## src/hdl/assert_macros.svh

```systemverilog
// ----------------------------------------------------------------------------
// Assertion macros for the RTL of the matrix multiply block; the top module includes them.
// Every check samples on the rising edge of clock and is off during reset.
// ----------------------------------------------------------------------------
`ifndef ASSERT_MACROS_SVH
`define ASSERT_MACROS_SVH

// The antecedent implies the consequent at the same edge.
`define ASSERT_IMPLY(label, ante, cons, msg) \
   label: assert property (@(posedge clock) disable iff (reset) (ante) |-> (cons)) \
      else $error(msg);

// The condition never holds.
`define ASSERT_NEVER(label, cond, msg) \
   label: assert property (@(posedge clock) disable iff (reset) !(cond)) \
      else $error(msg);

`endif

```

## src/hdl/imm_pkg.sv

```systemverilog
// ----------------------------------------------------------------------------
// imm_pkg
// Types and fixed widths shared by the integer matrix multiply modules.
// ----------------------------------------------------------------------------
package imm_pkg;

   // Fixed field widths.
   localparam int WORD_W  = 32;
   localparam int INDEX_W = 4;
   localparam int SIZE_W  = 5;
   localparam int ACT_W   = 2;

   // Size register value after reset.
   localparam logic [SIZE_W-1:0] SIZE_RESET = 5'd16;

   // Request actions; the fourth code does nothing.
   typedef enum logic [ACT_W-1:0] {
      ACT_WRITE_A = 2'd0,
      ACT_WRITE_B = 2'd1,
      ACT_QUERY   = 2'd2
   } imm_action_type;

   // Control that travels with one term into the multiply-accumulate unit.
   typedef struct packed {
      logic clear;   // start a new dot product
      logic valid;   // read data holds a term this cycle
      logic last;    // this term closes the dot product
   } imm_mac_ctl_type;

endpackage

```

## src/hdl/imm_mac.sv

```systemverilog
// ----------------------------------------------------------------------------
// imm_mac
// Two-stage multiply-accumulate: a registered 32 x 32 product, then a
// wrapping 32-bit accumulator. Signals done for one cycle after the last term.
// ----------------------------------------------------------------------------
module imm_mac
   import imm_pkg::*;
(
   input  logic              clock,
   input  logic              reset,
   input  imm_mac_ctl_type   ctl,
   input  logic [WORD_W-1:0] term_a,
   input  logic [WORD_W-1:0] term_b,
   output logic              done,
   output logic [WORD_W-1:0] sum
);

   logic [WORD_W-1:0] prod_ff;
   logic              prod_valid_ff;
   logic              prod_last_ff;
   logic [WORD_W-1:0] acc_ff;
   logic              done_ff;

   // Control pipeline.
   always_ff @(posedge clock) begin
      if (reset) begin
         prod_valid_ff <= 1'b0;
         prod_last_ff  <= 1'b0;
         done_ff       <= 1'b0;
      end else begin
         prod_valid_ff <= ctl.valid;
         prod_last_ff  <= ctl.valid & ctl.last;
         done_ff       <= prod_valid_ff & prod_last_ff;
      end
   end

   // Product stage: only the low word matters, so the sign is irrelevant.
   always_ff @(posedge clock) begin
      prod_ff <= term_a * term_b;
   end

   // Accumulator stage, cleared when a dot product starts.
   always_ff @(posedge clock) begin
      if (ctl.clear) begin
         acc_ff <= '0;
      end else if (prod_valid_ff) begin
         acc_ff <= acc_ff + prod_ff;
      end
   end

   assign done = done_ff;
   assign sum  = acc_ff;

endmodule

```

## config.mk

```make
export PLATFORM = sky130hd
export DESIGN_NAME = imm_mac
export DESIGN_NICKNAME = d
export VERILOG_FILES = /design/src/hdl/assert_macros.svh /design/src/hdl/imm_pkg.sv /design/src/hdl/imm_mac.sv
export SDC_FILE = /design/constraint.sdc
export NUM_CORES = 1
export LEC_CHECK = 0
export ABC_AREA = 1
export BUFFER_PORTS_ARGS = -buffer_cell sky130_fd_sc_hd__buf_2
export CAP_MARGIN = 10
export CORE_MARGIN = 8
export CORE_UTILIZATION = 59
export DETAILED_ROUTE_END_ITERATION = 8
export GPL_TIMING_DRIVEN = 0
export PLACE_DENSITY = 0.8
export SYNTH_ARGS = -nofsm -noshare
export SYNTH_HDL_FRONTEND = slang
export SYNTH_SLANG_ARGS = --single-unit
```

## constraint.sdc

```tcl
create_clock -name clock -period 6.4 [get_ports clock]
set_input_delay 0 -clock clock [delete_from_list [all_inputs] [get_ports clock]]
set_output_delay 0 -clock clock [all_outputs]
set_load 0.005 [all_outputs]
```

## Word level (Yosys, flattened, before mapping)

Cells that the tools add are included.

- Register bits after elaboration: 67
- Input port bits: 69
- Logic and storage cells: 9

- Add/sub/neg operators: 1
- Multiply operators: 1
- Bitwise gates (word level): 2

Operators by type and width:

| operator | count |
|---|---|
| adder 32 bit | 1 |
| multiplier 32 x 32 -> 32 bit | 1 |
| AND 1 bit | 2 |

## Longest topological paths before layout

- Depth after elaboration: 1
- Mapped depth: 36

## Worst setup path before layout

No wires, ideal clock.

- Path kind: input to register
- Start point: input term_b[6]
- End point: register prod_ff[29]
- Slack: 0.401 ns
- Setup time: 0.120 ns
- Data required time: 6.280 ns
- Data arrival time: 5.879 ns
- Buffers on the path: 2
- Cell stages on the path: 26
- Path through: clkbuf_1 -> clkbuf_1 -> nand2_1 -> inv_1 -> fa_1 -> fa_1 -> fa_1 -> inv_1 -> fa_1 -> inv_1 -> fa_1 -> inv_1 -> fa_1 -> inv_1 -> fa_1 -> fa_1 -> ha_1 -> a21oi_1 -> o21ai_1 -> a31oi_1 -> nand3_1 -> nand2_1 -> nand2_1 -> nand2_1 -> nand2_1 -> xor2_1

- Cells in the longest elaborated chain, start to end: 1

Ends and longest elaborated chain:

| item | line | source |
|---|---|---|
| from (decl) | imm_mac.sv:13 | `input logic [WORD_W-1:0] term_b,` |
| multiplier 32 x 32 -> 32 bit | imm_mac.sv:39 | `prod_ff <= term_a * term_b;` |
| to (signal assigned) | imm_mac.sv:39 |  |
| to (decl) | imm_mac.sv:18 | `logic [WORD_W-1:0] prod_ff;` |

No other way between the ends.
A chain may end at the register's enable or synchronous reset.

## Final worst setup path

- Start point: input term_b[7]
- End point: register prod_ff[26]

Same word-level chain as after synthesis.

==> impl_metrics.py <==
metrics = {
    "global_routing": {
        "grt_max_degree": 20,
        "grt_usage_pct": 32.1,
        "antenna_found_initial": 2,
        "grt_pass1_vias": 19200,
        "overflow": 0,
        "grt_pass1_wl_um": 102000,
    },
    "synth": {
        "syn_area_per_cell_um2": 7.41,
        "synth_cells": 2759,
        "ys_types": 49,
        "synth_edf_count": 0,
        "syn-num-nets": 3391,
        "async_reset_ff_share_pct": 0,
        "ys.warnings.count": 0,
        "synth_area_leaders": "fa_1, inv_1, nand2_1",
        "synth_top_area_share_pct": 40.1,
        "synth_ff_type": "dfxtp_1",
        "synth-seq-area-share_pct": 6.56,
        "syn_area_um2": 20400,
        "yosysTopAreaCell": "fa_1",
        "postSynthRegisterBits": 67,
    },
    "critical_path": {
        "cp.required_ns": 6.63,
        "critPathArrivalTime_ns": 6.50,
        "critPathSlowestCell": "fa_1",
        "cpMostUsedCell": "fa_1",
        "slowest_delay_ns": 0.55,
        "critical_path.startpoint_type": "input port",
        "worstSetupEndpointType": "flop",
        "crit_fanout": 10,
        "critPathBufInv": 7,
        "path_delay_family": "adder cells",
        "reg2reg_slack_ns": 3.95,
        "worstSetupPathType": "in -> reg",
    },
    "cells_and_area": {
        "fill_cells": 3044,
        "final_common_cell": "inv_1",
        "drive_gt1_share_pct": 8.94,
        "final_cell_mix": "inv_1, nand2_1, fa_1, ha_1, nor2_1",
        "antenna_cells": 0,
        "final_net_count": 3479,
        "area_delta_synth_final_pct": 8.81,
    },
    "timing": {
        "fmax_mhz": 159,
        "period_share_pct": 98.0,
        "hold_viol_final": 0,
        "max_slew_margin_pct": 40.6,
        "worst_pin_slew_ns": 0.890,
        "setup_violations": 0,
        "finClkSkew_ns": 0.00868,
        "period_minus_slack_ns": 6.27,
        "drv_slew": 0,
        "fin_setup_tns_ns": 0,
    },
    "place": {
        "dp.final_hpwl_um": 55400,
        "gp_congestion": 0.973,
        "port_buffers": 77,
    },
    "hold_path": {
        "hp-class": "in -> reg",
    },
    "die": {
        "fp.dieW_um": 202,
        "start_util_pct": 59.5,
        "core_um2": 34400,
        "rows": 68,
        "dieArea_um2": 40900,
        "die_y_um": 202,
        "num_io_pins": 102,
    },
    "drt": {
        "wl_per_cell_um": 19.8,
        "drc_errors": 0,
        "vias_per_cell": 5.42,
        "drtAntennaViolNets": 0,
        "drtIter0Drc": 1228,
        "vias": 17900,
        "wl_um": 65400,
        "first_pass_iters": 7,
    },
    "clock_network": {
        "cts.sinks": 67,
        "clk_pin_slew_ns": 0.06,
        "htreeDepth": 3,
        "cts_tree": "built",
        "clk_latency_ns": 0.34,
        "root_buffer": "clkbuf_16",
        "cts_buffer_depth": 2,
        "numCtsBuffers": 9,
    },
    "run": {
        "cap_violations": 0,
    },
    "run_status": {
        "outcome": "completed",
    },
}
cells by family after synthesis:
logic type	Yosys count	share of synthesized area (%)
AND/OR/NAND/NOR	985	19.2
buffers and inverters	915	17.1
adder cells (fa/ha/maj)	563	49.5
AO/OA/AOI/OAI	174	5.26
flip-flops	67	6.56
XOR/XNOR	55	2.39
tightest hold or removal path: cells and delay by family:
kind                   cells  cell delay, ns
AOI/OAI and AO/OA          1            0.06
and+or+nand+nor            1            0.06
buffers and inverters      2            0.21
Yosys cell counts, types with 4 or more instances:
| cell type | count |
|---|---|
| inv_1 | 790 |
| nand2_1 | 758 |
| fa_1 | 409 |
| ha_1 | 154 |
| nor2_1 | 105 |
| clkbuf_1 | 79 |
| nand3_1 | 77 |
| dfxtp_1 | 67 |
| a21oi_1 | 61 |
| o21ai_0 | 45 |
| xor2_1 | 31 |
| xnor2_1 | 23 |
| buf_2 | 20 |
| inv_2 | 12 |
| nand4_1 | 12 |
| a21o_1 | 11 |
| nand2_2 | 11 |
| o21ai_1 | 11 |
| buf_1 | 8 |
| a21oi_2 | 7 |
| nand3b_1 | 7 |
| o211ai_1 | 6 |
| o21bai_1 | 6 |
| buf_4 | 4 |
| nor3_1 | 4 |
| o21ai_2 | 4 |
flip-flops by register name (all words and copies together), names as in the netlist:
signal	count
sum	32
prod_ff	32
prod_valid_ff	1
done	1
prod_last_ff	1
metrics by stage:
step,cells,hold WS (ns),utilization (%),setup slack (ns),cell area [um2]
2_1_floorplan,2759,0.0712,-,0.401,20400
3_3_place_gp,3291,0.193,62.2,-1.50,21400
3_5_place_dp,3291,0.210,62.2,-1.63,21400
4_1_cts,3307,0.0226,64.0,0.00933,22000
5_1_grt,3307,0.0634,64.7,-0.0109,22200
6_report,3307,0.0361,64.7,0.126,22200
routing by layer:
metal / global-route usage (%) / up-vias / wire [um]
li1: - / 8083 / -
met1: 36.9 / 8670 / 23200
met2: 55.3 / 903 / 31900
met3: 4.31 / 261 / 5200
met4: 22.1 / 2 / 5200
met5: 0 / - / 13
worst paths after layout:
check                              endpoint  depth (start not counted)         start
worst max-delay path            prod_ff[26]                         25     term_b[7]
worst min-delay path                 sum[4]                          4        ctl[2]
worst max register to register      sum[24]                         11        sum[0]
worst min register to register         done                          2  prod_last_ff
timing repair:
item	CTS	global route
hold endpoints to repair	4	0
pin swaps	3	7
resized for setup	86	118
endpoints found under the setup margin	12	8
hold buffers	5	0
setup buffers	1	4
layout make-up:
class                      instances  area (um2)  share of cell area [%]
buffer                           103         711                    3.20
clock buffer                      10         229                    1.03
clock inverter                     6         138                   0.619
inverter                         802        3010                    13.5
multi-input combinational       1777       15800                    70.9
sequential                        67        1340                    6.03
tap                              455         569                    2.56
timing repair buffer              87         483                    2.17
Power is not shown: default switching activity piles up to over one toggle a cycle in this logic, so the estimate is an artifact.
